`config.mk`:
```
export PLATFORM = sky130hd
export DESIGN_NAME = json_string_unescape_utf8
export DESIGN_NICKNAME = d
export VERILOG_FILES = /design/src/sv/jsu_pkg.sv /design/src/sv/json_string_unescape_utf8.sv /design/src/sv/jsu_decode.sv
export SDC_FILE = /design/constraint.sdc
export NUM_CORES = 1
export LEC_CHECK = 0
export ABC_AREA = 0
export BUFFER_PORTS_ARGS = -buffer_cell sky130_fd_sc_hd__buf_4
export CORE_MARGIN = 10
export CORE_UTILIZATION = 57
export DETAILED_ROUTE_END_ITERATION = 8
export PLACE_DENSITY = 0.84
export SLEW_MARGIN = 20
export SYNTH_ARGS = -nofsm -noshare
export SYNTH_HDL_FRONTEND = slang
export SYNTH_SLANG_ARGS = --single-unit
export TNS_END_PERCENT = 1
```
`constraint.sdc`:
```
create_clock -name clk -period 4.3 [get_ports clk]
set_input_delay 0.215 -clock clk [delete_from_list [all_inputs] [get_ports clk]]
set_output_delay 0.215 -clock clk [all_outputs]
set_load 0.02 [all_outputs]
```
`src/sv/jsu_pkg.sv`:
```
`default_nettype none
// ----------------------------------------------------------------------------
// jsu_pkg
// Shared types and codes for the JSON string unescaper.
// ----------------------------------------------------------------------------
package jsu_pkg;

  localparam int unsigned ByteW   = 8;
  localparam int unsigned StatusW = 3;
  localparam int unsigned AccumW  = 12;
  localparam int unsigned MaxRes  = 3;

  // result status codes
  localparam logic [StatusW-1:0] ST_BYTE   = 3'd0;
  localparam logic [StatusW-1:0] ST_DONE   = 3'd1;
  localparam logic [StatusW-1:0] ST_NOOPEN = 3'd2;
  localparam logic [StatusW-1:0] ST_EOT    = 3'd3;
  localparam logic [StatusW-1:0] ST_BADESC = 3'd4;
  localparam logic [StatusW-1:0] ST_BADHEX = 3'd5;

  typedef enum logic [4:0] {
    PH_WAIT = 5'b00001,
    PH_STR  = 5'b00010,
    PH_ESC  = 5'b00100,
    PH_HEX  = 5'b01000,
    PH_IDLE = 5'b10000
  } phase_t;

  // decoder state carried between bytes
  typedef struct packed {
    phase_t             phase;
    logic [1:0]         hex_cnt;
    logic [AccumW-1:0]  accum;
  } dec_state_t;

  // results caused by one source byte; only the first can carry a non-byte status
  typedef struct packed {
    logic [1:0]         cnt;
    logic [StatusW-1:0] status;
    logic [ByteW-1:0]   b0;
    logic [ByteW-1:0]   b1;
    logic [ByteW-1:0]   b2;
  } dec_res_t;

endpackage
`default_nettype wire

```
`src/sv/json_string_unescape_utf8.sv`:
```
`default_nettype none
// ----------------------------------------------------------------------------
// json_string_unescape_utf8
// Decodes a JSON string literal byte by byte into unescaped UTF-8 bytes.
// ----------------------------------------------------------------------------
// results are registered: they appear in the cycle after the source byte is transferred
// throughput: one source byte per cycle while each byte gives at most one
//   result and the output is not stalled; a \u escape that gives two or three
//   bytes holds the input while the result buffer drains
// reset: synchronous active-low rst_n; decoder waits for an opening quote,
//   result buffer empty
module json_string_unescape_utf8 import jsu_pkg::*; (
  input  wire logic               clk,
  input  wire logic               rst_n,
  input  wire logic               in_valid,
  output logic                    in_stall,
  input  wire logic [ByteW-1:0]   in_byte,
  input  wire logic               in_start_value,
  output logic                    out_valid,
  input  wire logic               out_stall,
  output logic [ByteW-1:0]        out_byte,
  output logic [StatusW-1:0]      out_status,
  output logic                    out_last_of_run
);

  dec_state_t         st_r, st_nxt;
  dec_res_t           res;
  logic [1:0]         cnt_r, cnt_nxt;
  logic [StatusW-1:0] status_r;
  logic [ByteW-1:0]   b0_r, b1_r, b2_r;
  logic               in_acc, out_acc;

  jsu_decode u_dec (
    .byte_i  (in_byte),
    .start_i (in_start_value),
    .state_i (st_r),
    .state_o (st_nxt),
    .res_o   (res)
  );

  assign out_acc  = out_valid && !out_stall;
  // take a new byte only when the buffer is empty or empties in this cycle
  assign in_stall = (cnt_r > 2'd1) || (cnt_r == 2'd1 && out_stall);
  assign in_acc   = in_valid && !in_stall;

  assign out_valid       = cnt_r != 2'd0;
  assign out_byte        = b0_r;
  assign out_status      = status_r;
  assign out_last_of_run = cnt_r == 2'd1;

  always_comb begin
    cnt_nxt = cnt_r;
    if (in_acc) begin
      cnt_nxt = res.cnt;
    end else if (out_acc) begin
      cnt_nxt = cnt_r - 2'd1;
    end
  end

  always_ff @(posedge clk) begin
    if (!rst_n) begin
      st_r.phase   <= PH_WAIT;
      st_r.hex_cnt <= 2'd0;
      st_r.accum   <= '0;
      cnt_r        <= 2'd0;
    end else begin
      cnt_r <= cnt_nxt;
      if (in_acc) begin
        st_r <= st_nxt;
      end
    end
  end

  // result buffer payload
  always_ff @(posedge clk) begin
    if (in_acc) begin
      status_r <= res.status;
      b0_r     <= res.b0;
      b1_r     <= res.b1;
      b2_r     <= res.b2;
    end else if (out_acc) begin
      status_r <= ST_BYTE;
      b0_r     <= b1_r;
      b1_r     <= b2_r;
    end
  end

  a_accept_when_drained: assert property (@(posedge clk) disable iff (!rst_n)
    in_acc |-> (cnt_r == 2'd0 || (cnt_r == 2'd1 && out_acc)))
    else $error("input transfer while results still pending");

  a_status_single: assert property (@(posedge clk) disable iff (!rst_n)
    (out_valid && out_status != ST_BYTE) |-> out_last_of_run)
    else $error("non-byte status not last of its run");

  a_burst_bytes: assert property (@(posedge clk) disable iff (!rst_n)
    (out_acc && cnt_r > 2'd1) |=> (out_valid && out_status == ST_BYTE))
    else $error("burst continuation lost or has wrong status");

  a_result_follows: assert property (@(posedge clk) disable iff (!rst_n)
    (in_acc && res.cnt != 2'd0) |=> (out_valid && cnt_r == $past(res.cnt)))
    else $error("results of a transfer not loaded");

endmodule
`default_nettype wire

```
`src/sv/jsu_decode.sv`:
```
`default_nettype none
// ----------------------------------------------------------------------------
// jsu_decode
// Per-byte decode: next state and up to three results for one source byte.
// ----------------------------------------------------------------------------
module jsu_decode import jsu_pkg::*; (
  input  wire logic [ByteW-1:0] byte_i,
  input  wire logic             start_i,
  input  wire dec_state_t       state_i,
  output dec_state_t            state_o,
  output dec_res_t              res_o
);

  logic [4:0]  hex_v;   // bit 4 flags a valid digit
  logic [15:0] cp;
  phase_t      ph;

  function automatic logic [4:0] hex_digit(input logic [ByteW-1:0] b);
    logic [4:0] r;
    r = 5'd0;
    if (b >= 8'h30 && b <= 8'h39) begin
      r = {1'b1, b[3:0]};
    end else if ((b >= 8'h61 && b <= 8'h66) || (b >= 8'h41 && b <= 8'h46)) begin
      r = {1'b1, b[3:0] + 4'd9};
    end
    return r;
  endfunction

  assign hex_v = hex_digit(byte_i);
  assign cp    = {state_i.accum, hex_v[3:0]};
  assign ph    = start_i ? PH_WAIT : state_i.phase;

  always_comb begin
    state_o    = state_i;
    state_o.phase = ph;
    res_o      = '0;
    case (ph)
      PH_WAIT: begin
        state_o.hex_cnt = 2'd0;
        state_o.accum   = '0;
        if (byte_i == 8'h22) begin
          state_o.phase = PH_STR;
        end else begin
          res_o.cnt     = 2'd1;
          res_o.status  = ST_NOOPEN;
          state_o.phase = PH_IDLE;
        end
      end
      PH_STR: begin
        if (byte_i == 8'h00) begin
          res_o.cnt     = 2'd1;
          res_o.status  = ST_EOT;
          state_o.phase = PH_IDLE;
        end else if (byte_i == 8'h22) begin
          res_o.cnt     = 2'd1;
          res_o.status  = ST_DONE;
          state_o.phase = PH_IDLE;
        end else if (byte_i == 8'h5c) begin
          state_o.phase = PH_ESC;
        end else begin
          res_o.cnt = 2'd1;
          res_o.b0  = byte_i;
        end
      end
      PH_ESC: begin
        state_o.phase = PH_STR;
        res_o.cnt     = 2'd1;
        case (byte_i)
          8'h22, 8'h5c, 8'h2f: res_o.b0 = byte_i;
          8'h62: res_o.b0 = 8'h08;
          8'h66: res_o.b0 = 8'h0c;
          8'h6e: res_o.b0 = 8'h0a;
          8'h72: res_o.b0 = 8'h0d;
          8'h74: res_o.b0 = 8'h09;
          8'h75: begin
            res_o.cnt       = 2'd0;
            state_o.phase   = PH_HEX;
            state_o.hex_cnt = 2'd0;
            state_o.accum   = '0;
          end
          default: begin
            res_o.status  = ST_BADESC;
            state_o.phase = PH_IDLE;
          end
        endcase
      end
      PH_HEX: begin
        if (!hex_v[4]) begin
          res_o.cnt     = 2'd1;
          res_o.status  = ST_BADHEX;
          state_o.phase = PH_IDLE;
        end else if (state_i.hex_cnt != 2'd3) begin
          state_o.accum   = {state_i.accum[AccumW-5:0], hex_v[3:0]};
          state_o.hex_cnt = state_i.hex_cnt + 2'd1;
        end else begin
          // fourth digit: emit utf-8 encoding of the full code
          if (cp < 16'h0080) begin
            res_o.cnt = 2'd1;
            res_o.b0  = cp[7:0];
          end else if (cp < 16'h0800) begin
            res_o.cnt = 2'd2;
            res_o.b0  = {3'b110, cp[10:6]};
            res_o.b1  = {2'b10, cp[5:0]};
          end else begin
            res_o.cnt = 2'd3;
            res_o.b0  = {4'b1110, cp[15:12]};
            res_o.b1  = {2'b10, cp[11:6]};
            res_o.b2  = {2'b10, cp[5:0]};
          end
          state_o.hex_cnt = 2'd0;
          state_o.accum   = '0;
          state_o.phase   = PH_STR;
        end
      end
      default: begin
        state_o.phase = PH_IDLE;
      end
    endcase
  end

endmodule
`default_nettype wire

```
======== Yosys cells after proc, flatten, opt, wreduce, memory -nomap -nowiden ========
Cells that the tools add are included.
storage, ports and cells
  register bits ........................... 48
  bits of input ports ..................... 13
  word-level logic and storage cells ...... 108
  output and inout port bits .............. 14
operators by class
  equal/unequal tests ..................... 17
  muxes and demuxes ....................... 48
  bitwise operators ....................... 2
  reductions and logical operators ........ 20
  $lt $le $gt $ge ......................... 9
  add/sub/neg operators ................... 3
operators with widths
  kind                                                            count
  two-way mux 8 bit                                               9
  equality test 8 x 7 -> 1 bit, second input constant             7
  two-way mux 14 bit                                              4
  two-way mux 5 bit                                               10
  two-way mux 24 bit                                              2
  one-hot mux 8 bit (6 select lines)                              1
  one-hot mux 14 bit (3 select lines)                             1
  one-hot mux 5 bit (4 select lines)                              2
  two-way mux 16 bit                                              2
  one-hot mux 8 bit (3 select lines)                              1
  equality test 8 x 6 -> 1 bit, second input constant             2
  >= comparator 8 x 7 -> 1 bit, second input constant             2
  less-or-equal comparator 8 x 7 -> 1 bit, second input constant  2
  less-than comparator 16 x 12 -> 1 bit, second input constant    1
  less-than comparator 16 x 8 -> 1 bit, second input constant     1
  two-way mux 3 bit                                               4
  two-way mux 2 bit                                               5
  one-hot mux 5 bit (2 select lines)                              1
  OR reduction 9 bit                                              1
  >= comparator 8 x 6 -> 1 bit, second input constant             1
  less-or-equal comparator 8 x 6 -> 1 bit, second input constant  1
  logical NOT 8 bit                                               1
  OR reduction 8 bit                                              1
  logical AND 1 bit                                               6
  22 further kinds                                                31

======== Depth between registers and ports, before layout ========
Gate-level depths: netlist (run 1).
  word-level depth ........................ 12
  depth in mapped cells ................... 9

======== By module ========
From an unflattened synthesis (run 1), not the netlist that was laid out.
second synthesis, totals
  cell total of the unflattened synthesis .. 355
  area, all modules ....................... 3235.6 um^2
modules (own cells, without submodules)
  module                     area each (um^2)  cells an instance  sequential area each (um^2)  times used
  json_string_unescape_utf8  1941.9            156                1231.2                       1
  jsu_decode                 1293.7            199                0.0                          1

======== Worst setup path after synthesis (run 1) ========
Ideal clock, no wire load.
  path kind ............................... reg-to-reg
  from .................................... register cnt_r[1]
  to ...................................... register b1_r[0] (enable)
  library setup time ...................... 488 ps
  data arrival time ....................... 2161 ps
  stages on the path, launching flop included .. 8
  clock period less this slack ............ 2649 ps
  path buffers ............................ 2
  setup slack ............................. 1651 ps
  cells stage by stage .................... dfxtp_1 inv_1 ha_1 mux2i_1 nand2_1 clkbuf_1 buf_1 o21ai_0
between the ends
  cells in the longest elaborated chain, start to end .. 6
  elaborated cells on any way between the ends .. 9
ends and longest elaborated chain
  item                          RTL line                         RTL
  start: declaration            json_string_unescape_utf8.sv:28  logic [1:0] cnt_r, cnt_nxt;
  start signal: assignment      json_string_unescape_utf8.sv:67  cnt_r <= cnt_nxt;
  equality test 2 x 1 -> 1 bit  --
  net out_last_of_run           json_string_unescape_utf8.sv:23  output logic out_last_of_run
  logical AND 1 bit             json_string_unescape_utf8.sv:43  assign in_stall = (cnt_r > 2'd1) || (cnt_r == 2'd1 && out_stall);
  logical OR 1 bit              json_string_unescape_utf8.sv:43
  logical NOT 1 bit             json_string_unescape_utf8.sv:44  assign in_acc = in_valid && !in_stall;
  logical AND 1 bit             json_string_unescape_utf8.sv:44
  nonzero test 2 bit (no line)  --
  end signal: assignment        json_string_unescape_utf8.sv:79  b1_r <= res.b1;
  end signal: assignment        json_string_unescape_utf8.sv:84  b1_r <= b2_r;
  end: declaration              json_string_unescape_utf8.sv:30  logic [ByteW-1:0] b0_r, b1_r, b2_r;
The timed path passes the listed nets, and every way through them passes these cells.
A chain may end at the register's enable or synchronous reset.

======== Worst setup path after layout (run 1) ========
  from .................................... register st_r[14] (netlist name)
  to ...................................... register b0_r[0], in the netlist out_byte[0] (data pin)
between the ends
  cells in the longest elaborated chain, start to end .. 4
  elaborated cells on any way between the ends .. 6
ends and longest elaborated chain
  item                                                        RTL line                         RTL
  start: declaration                                          json_string_unescape_utf8.sv:26  dec_state_t st_r, st_nxt;
  start signal: assignment                                    json_string_unescape_utf8.sv:69  st_r <= st_nxt;
  two-way mux 5 bit (*)                                       jsu_decode.sv:31                 assign ph = start_i ? PH_WAIT : state_i.phase;
  equality test 5 x 4 -> 1 bit, or another cell as far along  jsu_decode.sv:37                 case (ph)
  one-hot mux 8 bit (3 select lines) (*)                      jsu_decode.sv:37
  two-way mux 8 bit (*)                                       json_string_unescape_utf8.sv:76  if (in_acc) begin
  end signal: assignment                                      json_string_unescape_utf8.sv:78  b0_r <= res.b0;
  end signal: assignment                                      json_string_unescape_utf8.sv:83  b0_r <= b1_r;
  end: declaration                                            json_string_unescape_utf8.sv:30
Every way passes the cells marked *; elsewhere a longest branch is shown, timed or not.

==> results.sh, run 1 <==
export IMPL_syn_cell_area_um2=2855
export IMPL_syn_nets=330
export IMPL_maxSlewViolCount=0
export IMPL_ys_async_sr_fraction=0
export IMPL_cts_tree="built"
export IMPL_start_util=0.5966
export IMPL_cts_hold_buf=0
export IMPL_fin_crit_ns=2.707
export IMPL_power_density_nw_per_um2=306.3
export IMPL_fin_area_um2=3147
export IMPL_h_tree_depth=2
export IMPL_wl_um=7600
export IMPL_finalSetupViolCount=0
export IMPL_gp_congestion=1.003
export IMPL_yosys_warnings=0
export IMPL_clock_sinks=46
export IMPL_cts_buffer_depth=2
export IMPL_arrival_ns=2.87
export IMPL_root_buffer="clkbuf_8"
export IMPL_synth_edf_count=25
export IMPL_rsz0062_at_grt="no"
export IMPL_ys_types=69
export IMPL_worst_hold_path_type="primary input to flop"
export IMPL_finalNonFillerCells=396
export IMPL_die_width_um=90.78
export IMPL_nets=348
export IMPL_grt_pass1_vias=2359
export IMPL_tns_ns=0
export IMPL_p_total_mw=0.9639
export IMPL_crit_type="flop to flop"
export IMPL_num_fill_cells=413
export IMPL_crit_path_end_kind="flop"
export IMPL_route_detailed_drc=0
export IMPL_tightest_slew_ns=0.8981
export IMPL_die_area_um2=8240
export IMPL_post_cts_resize_count=0
export IMPL_io_pins=27
export IMPL_synth_seq_area_share=0.4102
export IMPL_max_slew_margin_rel=0.3957
export IMPL_num_rows=25
export IMPL_synth_ff_type="edfxtp_1"
export IMPL_dp_final_hpwl_um=5722
export IMPL_syn2layout_area_growth_pct=10.21
export IMPL_cts_buffers=5
export IMPL_port_buffers=26
export IMPL_ys_ff_latch=46
export IMPL_ir_drop_uv=215.3
export IMPL_placed_cells=388
export IMPL_drtPass1Iterations=5
export IMPL_antenna_found_initial=0
export IMPL_via_count=2586
export IMPL_syn_instance_count=310
export IMPL_drive_gt1_frac=0.1398
export IMPL_register_area_um2=1171
export IMPL_clock_latency_ns=0.30
export IMPL_grt_max_degree=20
export IMPL_finClkSkew_ns=0.008431
export IMPL_path_max_fanout=12
export IMPL_drtIter0Drc=320
export IMPL_maxCapViolations=0
export IMPL_ys_top_cells_by_area="edfxtp_1 (26%), dfxtp_1 (15%), nand2_1 (3.8%)"
export IMPL_status="finished, final reports clean"
export IMPL_cp_required_ns=4.46
export IMPL_grt_total_usage=0.1777
export IMPL_grt_pass1_wl_um=12160
export IMPL_synth_top_area_frac=0.2629
export IMPL_utilization=0.6575
export IMPL_fmax_mhz=369.4
export IMPL_fp_dieH_um=90.78
export IMPL_final_hold_viol_count=0
export IMPL_drtAntennaViolNets=0
export IMPL_start_kind="flop"
export IMPL_p_leak_nw=1.178
export IMPL_grt_overflow=0
export IMPL_antenna_cells=0
export IMPL_post_cts_buffers=0
export IMPL_synth_top_area_cell="edfxtp_1"
export IMPL_multi_input_area_um2=1551
export IMPL_fin_crit_sh=0.6296
export IMPL_dpl_instance_area_um2=3065
export IMPL_wl_per_cell_um=19.19
export IMPL_path_clk_slew_ns=0.08
export IMPL_design_core_area_um2=4786
export IMPL_vias_per_cell=6.530
export IMPL_synth_area_per_cell_um2=9.210
## flip-flops by register name (all words and copies together) (netlist names)
name	cells
cnt_r	2
st_r	19
out_byte	8
out_status	3
b2_r	7
b1_r	7
## placed cells by master (no fill, tap or decap), types with 11 or more instances in the layout
| cell | count |
|---|---|
| buf_4 | 28 |
| inv_1 | 13 |
| a22o_1 | 11 |
| edfxtp_1 | 25 |
| o21ai_0 | 15 |
| dfxtp_1 | 21 |
| nor2_1 | 22 |
| nand2_1 | 29 |
| nand3_1 | 12 |
## report_power, final
| part | switching [mW] | total, mW | internal, mW | leakage, nW |
|---|---|---|---|---|
| clock network | 0.140 | 0.252 | 0.112 | 0.0426 |
| logic | 0.122 | 0.192 | 0.0707 | 0.710 |
| registers | 0.0139 | 0.519 | 0.505 | 0.425 |
| total | 0.276 | 0.964 | 0.688 | 1.18 |
## cell usage after synthesis (2+ instances only)
master,instances
nand2_1,29
clkbuf_1,12
nand3_1,12
o211ai_1,10
a22oi_1,4
dfxtp_1,21
and2_1,4
a31oi_1,4
inv_1,13
a2111oi_0,2
a22o_1,11
nor4b_1,3
and3_1,6
buf_6,2
nand4_1,2
nor4_1,10
nand3b_1,2
o31ai_1,2
ha_1,7
edfxtp_1,25
mux2i_1,3
and3b_1,3
o41ai_1,2
a21boi_0,4
a2bb2oi_1,3
xor2_1,2
a21oi_1,10
a211oi_1,6
a311oi_1,2
nor2_1,22
nor3_1,8
o21bai_1,2
o21a_1,2
o2bb2ai_1,2
o21ai_0,16
or3_1,4
nand2b_1,2
nor2b_1,4
a221oi_1,2
## final timing paths
check                                           start                     to  slack [ns]  cells past startpoint
worst max-delay path            st_r[14]$_SDFFE_PN1P_  out_byte[0]$_DFFE_PP_        1.59                      5
worst min-delay path                            rst_n  st_r[14]$_SDFFE_PN1P_        0.15                      2
worst max register to register  st_r[14]$_SDFFE_PN1P_  out_byte[0]$_DFFE_PP_        1.59                      5
worst min register to register  st_r[13]$_SDFFE_PN0P_  st_r[13]$_SDFFE_PN0P_        0.50                      2
## area by class of cell
cell class              count  share of cell area
inverters                  13             0.01551
multi-input cells         234              0.4930
flip-flops and latches     46              0.3722
well taps                  67             0.02664
repair buffers             28             0.06680
clock buffers               6             0.02306
clock inverters             2            0.002783
## metal layers
layer	wire length (um)	share of wire	track usage
met5	0	0	0
met3	566	0.074	0.04655
met4	129	0.017	0.04961
met1	3402	0.45	0.2331
met2	3502	0.46	0.2800
## worst max-delay path, cell delays in order (launching register included)
cell and delay (ns):
dfxtp_1 0.38, nor4_2 0.59, nand3_1 0.24, a21oi_1 0.72, o311ai_0 0.42, nand3_1 0.20
## through the flow
| step | hold slack, ns | setup slack (ns) |
|---|---|---|
| after CTS | 0.1592 | 1.669 |
| after detailed placement | 0.4677 | 1.601 |
| after floorplan | 0.4590 | 1.651 |
| after global routing | 0.1759 | 1.373 |
| final | 0.1540 | 1.593 |
| after global placement | 0.4647 | 1.774 |
## kinds of logic (layout without fill, tap and decap cells)
family	Yosys count	in the layout	synth area share
xor+xnor	3	3	0.009204
compound gates	98	98	0.2555
simple gates	122	122	0.2336
buf+inv	30	49	0.04645
mux	4	4	0.01446
fa+ha+maj	7	7	0.03067
flops	46	46	0.4102
(Power assumes the default switching activity.)
==> inputs of run 2 (changes only) <==
--- a/config.mk
+++ b/config.mk
@@ -5,12 +5,12 @@
 export SDC_FILE = /design/constraint.sdc
 export NUM_CORES = 1
 export LEC_CHECK = 0
-export ABC_AREA = 0
+export ABC_AREA = 1
 export BUFFER_PORTS_ARGS = -buffer_cell sky130_fd_sc_hd__buf_4
 export CORE_MARGIN = 10
-export CORE_UTILIZATION = 57
+export CORE_UTILIZATION = 54
 export DETAILED_ROUTE_END_ITERATION = 8
-export PLACE_DENSITY = 0.84
+export PLACE_DENSITY = 0.83
 export SLEW_MARGIN = 20
 export SYNTH_ARGS = -nofsm -noshare
 export SYNTH_HDL_FRONTEND = slang
==> constraint.sdc (replaced) <==
create_clock -name clk -period 2.4 [get_ports clk]
set_input_delay 0.12 -clock clk [delete_from_list [all_inputs] [get_ports clk]]
set_output_delay 0.12 -clock clk [all_outputs]
set_load 0.02 [all_outputs]
==> results.sh, run 2 <==
export IMPL_status="finished, final reports clean"
export IMPL_final_common_cell="nand2_1"
export IMPL_tns_ns=0
export IMPL_port_buffers=26
export IMPL_syn_instance_count=405
export IMPL_drtPass1Iterations=5
export IMPL_cts_hold_buf=0
export IMPL_largest_reg_flops=19
export IMPL_synth_edf_count=25
export IMPL_wl_um=6982
export IMPL_power_frac_comb=0.279
export IMPL_wl_per_cell_um=13.83
export IMPL_top_register="st_r"
export IMPL_cp_buffers_inverters=4
export IMPL_switching_share=0.3240
export IMPL_dp_final_hpwl_um=5430
export IMPL_antenna_cells=0
export IMPL_antenna_found_initial=0
export IMPL_maxCapViolations=0
export IMPL_max_slew_margin_rel=0.6448
export IMPL_drtAntennaViolNets=0
export IMPL_grt_max_degree=24
export IMPL_clock_latency_ns=0.30
export IMPL_syn_nets=425
export IMPL_start_kind="flop"
export IMPL_p_leak_nw=1.495
export IMPL_gp_congestion=0.9425
export IMPL_preCtsSetupSlack_ns=0.3126
export IMPL_synth_area_per_cell_um2=7.214
export IMPL_register_area_um2=1171
export IMPL_ys_ff_latch=46
export IMPL_synth_top_area_frac=0.2570
export IMPL_finalSetupViolCount=0
export IMPL_placed_cells=497
export IMPL_timing_final_ws_setup_ns=0.3394
export IMPL_root_buffer="clkbuf_8"
export IMPL_maxSlewViolCount=0
export IMPL_final_cell_mix="nand2_1 (124), nor2_1 (44), inv_1 (41)"
export IMPL_route_detailed_drc=0
export IMPL_crit_family="simple AND/OR/NAND/NOR gates"
export IMPL_synth_ff_type="edfxtp_1"
export IMPL_synth_seq_area_share=0.4009
export IMPL_crit_path_end_kind="flop"
export IMPL_cts_tree="built"
export IMPL_worst_hold_path_type="primary input to flop"
export IMPL_grt_overflow=0
export IMPL_p_int_mw=1.533
export IMPL_multi_input_area_um2=1504
export IMPL_cts_buffer_depth=2
export IMPL_crit_chain="inv_2, ha_1, nand2_1, o21ai_1, nor2_2, inv_1, buf_4, nor2_2, inv_1, o21ai_0"
export IMPL_tightest_slew_ns=0.5322
export IMPL_via_count=2695
export IMPL_fin_crit_sh=0.8586
export IMPL_utilization=0.6364
export IMPL_num_rows=26
export IMPL_yosys_warnings=0
export IMPL_nets=454
export IMPL_io_pins=27
export IMPL_drive_gt1_frac=0.1701
export IMPL_finalNonFillerCells=505
export IMPL_synth_most_common_cell="nand2_1"
export IMPL_rsz0062_at_grt="no"
export IMPL_clock_sinks=46
export IMPL_p_sw_mw=0.7348
export IMPL_cp_required_ns=2.54
export IMPL_path_max_fanout=23
export IMPL_grt_pass1_wl_um=11820
export IMPL_post_cts_buffers=0
export IMPL_pwr_share_seq=0.461
export IMPL_fmax_mhz=485.3
export IMPL_h_tree_depth=2
export IMPL_final_hold_viol_count=0
export IMPL_grt_total_usage=0.1624
export IMPL_crit_slowest_cell="dfxtp_1"
export IMPL_path_clk_slew_ns=0.09
export IMPL_arrival_ns=2.20
export IMPL_ys_top_cells_by_area="edfxtp_1 (26%), nand2_1 (16%), dfxtp_1 (14%)"
export IMPL_syn_cell_area_um2=2922
export IMPL_ys_types=34
export IMPL_fin_crit_ns=2.061
export IMPL_num_fill_cells=471
export IMPL_synth_top_area_cell="edfxtp_1"
export IMPL_ys_async_sr_fraction=0
export IMPL_cts_buffers=5
export IMPL_syn2layout_area_growth_pct=12.68
export IMPL_start_util=0.5648
export IMPL_post_cts_resize_count=0
export IMPL_drtIter0Drc=210
export IMPL_crit_type="flop to flop"
export IMPL_power_density_nw_per_um2=688.9
export IMPL_finClkSkew_ns=0.006805
export IMPL_vias_per_cell=5.337
export IMPL_p_total_mw=2.268
export IMPL_synth_common_cells="nand2_1 (124), nor2_1 (44), inv_1 (41), nand3_1 (32), edfxtp_1 (25)"
export IMPL_die_area_um2=8753
export IMPL_grt_pass1_vias=2543
export IMPL_die_width_um=93.56
export IMPL_design_core_area_um2=5172
export IMPL_ir_drop_uv=483.5
export IMPL_clkPwrFrac=0.261
export IMPL_max_stage_delay_ns=0.36
export IMPL_fp_dieH_um=93.56
==> run 2: changes by cell type after synthesis, sizes merged, moves of 9 or more <==
cell	change
nor2	+33
a21oi	+13
clkbuf	-9
o21ai	+10
nor3	-9
inv	+36
nand3	+25
nand2	+104
a22o	-11
nor4	-11
==> run 2: path summary, 6_finish.rpt <==
check                           slack (ns)                     to  depth (start not counted)                   from
worst max-delay path                  0.34      b1_r[0]$_DFFE_PP_                         10  cnt_r[1]$_SDFFE_PN0P_
worst min-delay path                  0.09  st_r[14]$_SDFFE_PN1P_                          2                  rst_n
worst max register to register        0.34      b1_r[0]$_DFFE_PP_                         10  cnt_r[1]$_SDFFE_PN0P_
worst min register to register        0.47   st_r[8]$_SDFFE_PN0P_                          2   st_r[8]$_SDFFE_PN0P_
==> run 2: cells by family (layout without fill, tap and decap cells) <==
group	Yosys count	after routing	synth area share
AOI/OAI and AO/OA	59	59	0.1092
xor gates and xnor gates	1	1	0.002998
adders and majority gates	7	7	0.02998
buffers and inverters	58	88	0.08437
DFF	46	46	0.4009
and+or+nand+nor	234	234	0.3726
==> run 2: layout make-up <==
class | instances | share of cell area
clock buffers | 5 | 0.02090
clock inverters | 3 | 0.01330
inverters | 49 | 0.05587
multi-input cells | 301 | 0.4569
flip-flops and latches | 46 | 0.3558
well taps | 70 | 0.02661
repair buffers | 31 | 0.07070
==> run 2: per-layer routing <==
layer  vias up  track usage  routed length, um
met4         0      0.04177                 97
met5         -            0                  0
met2       100       0.2599               3203
met1      1215       0.2110               3078
met3        12      0.04476                602
li1       1368            -                  -
==> run 2: power groups by stage <==
stage                     logic (mW)  registers (mW)  clock network (mW)
final                          0.632            1.04               0.591
after global placement         0.621            1.06                   0
after floorplan                0.328            1.14                   0
after CTS                      0.635            1.05               0.593
after detailed placement       0.632            1.06                   0
after global routing           0.699            1.06               0.617
==> run 2: metrics by stage <==
stage,area (um^2),hold slack [ns]
final,3292,0.08719
after global routing,3292,0.08311
after CTS,3292,0.08714
after detailed placement,3179,0.4040
after global placement,3179,0.3787
after floorplan,2922,0.1962
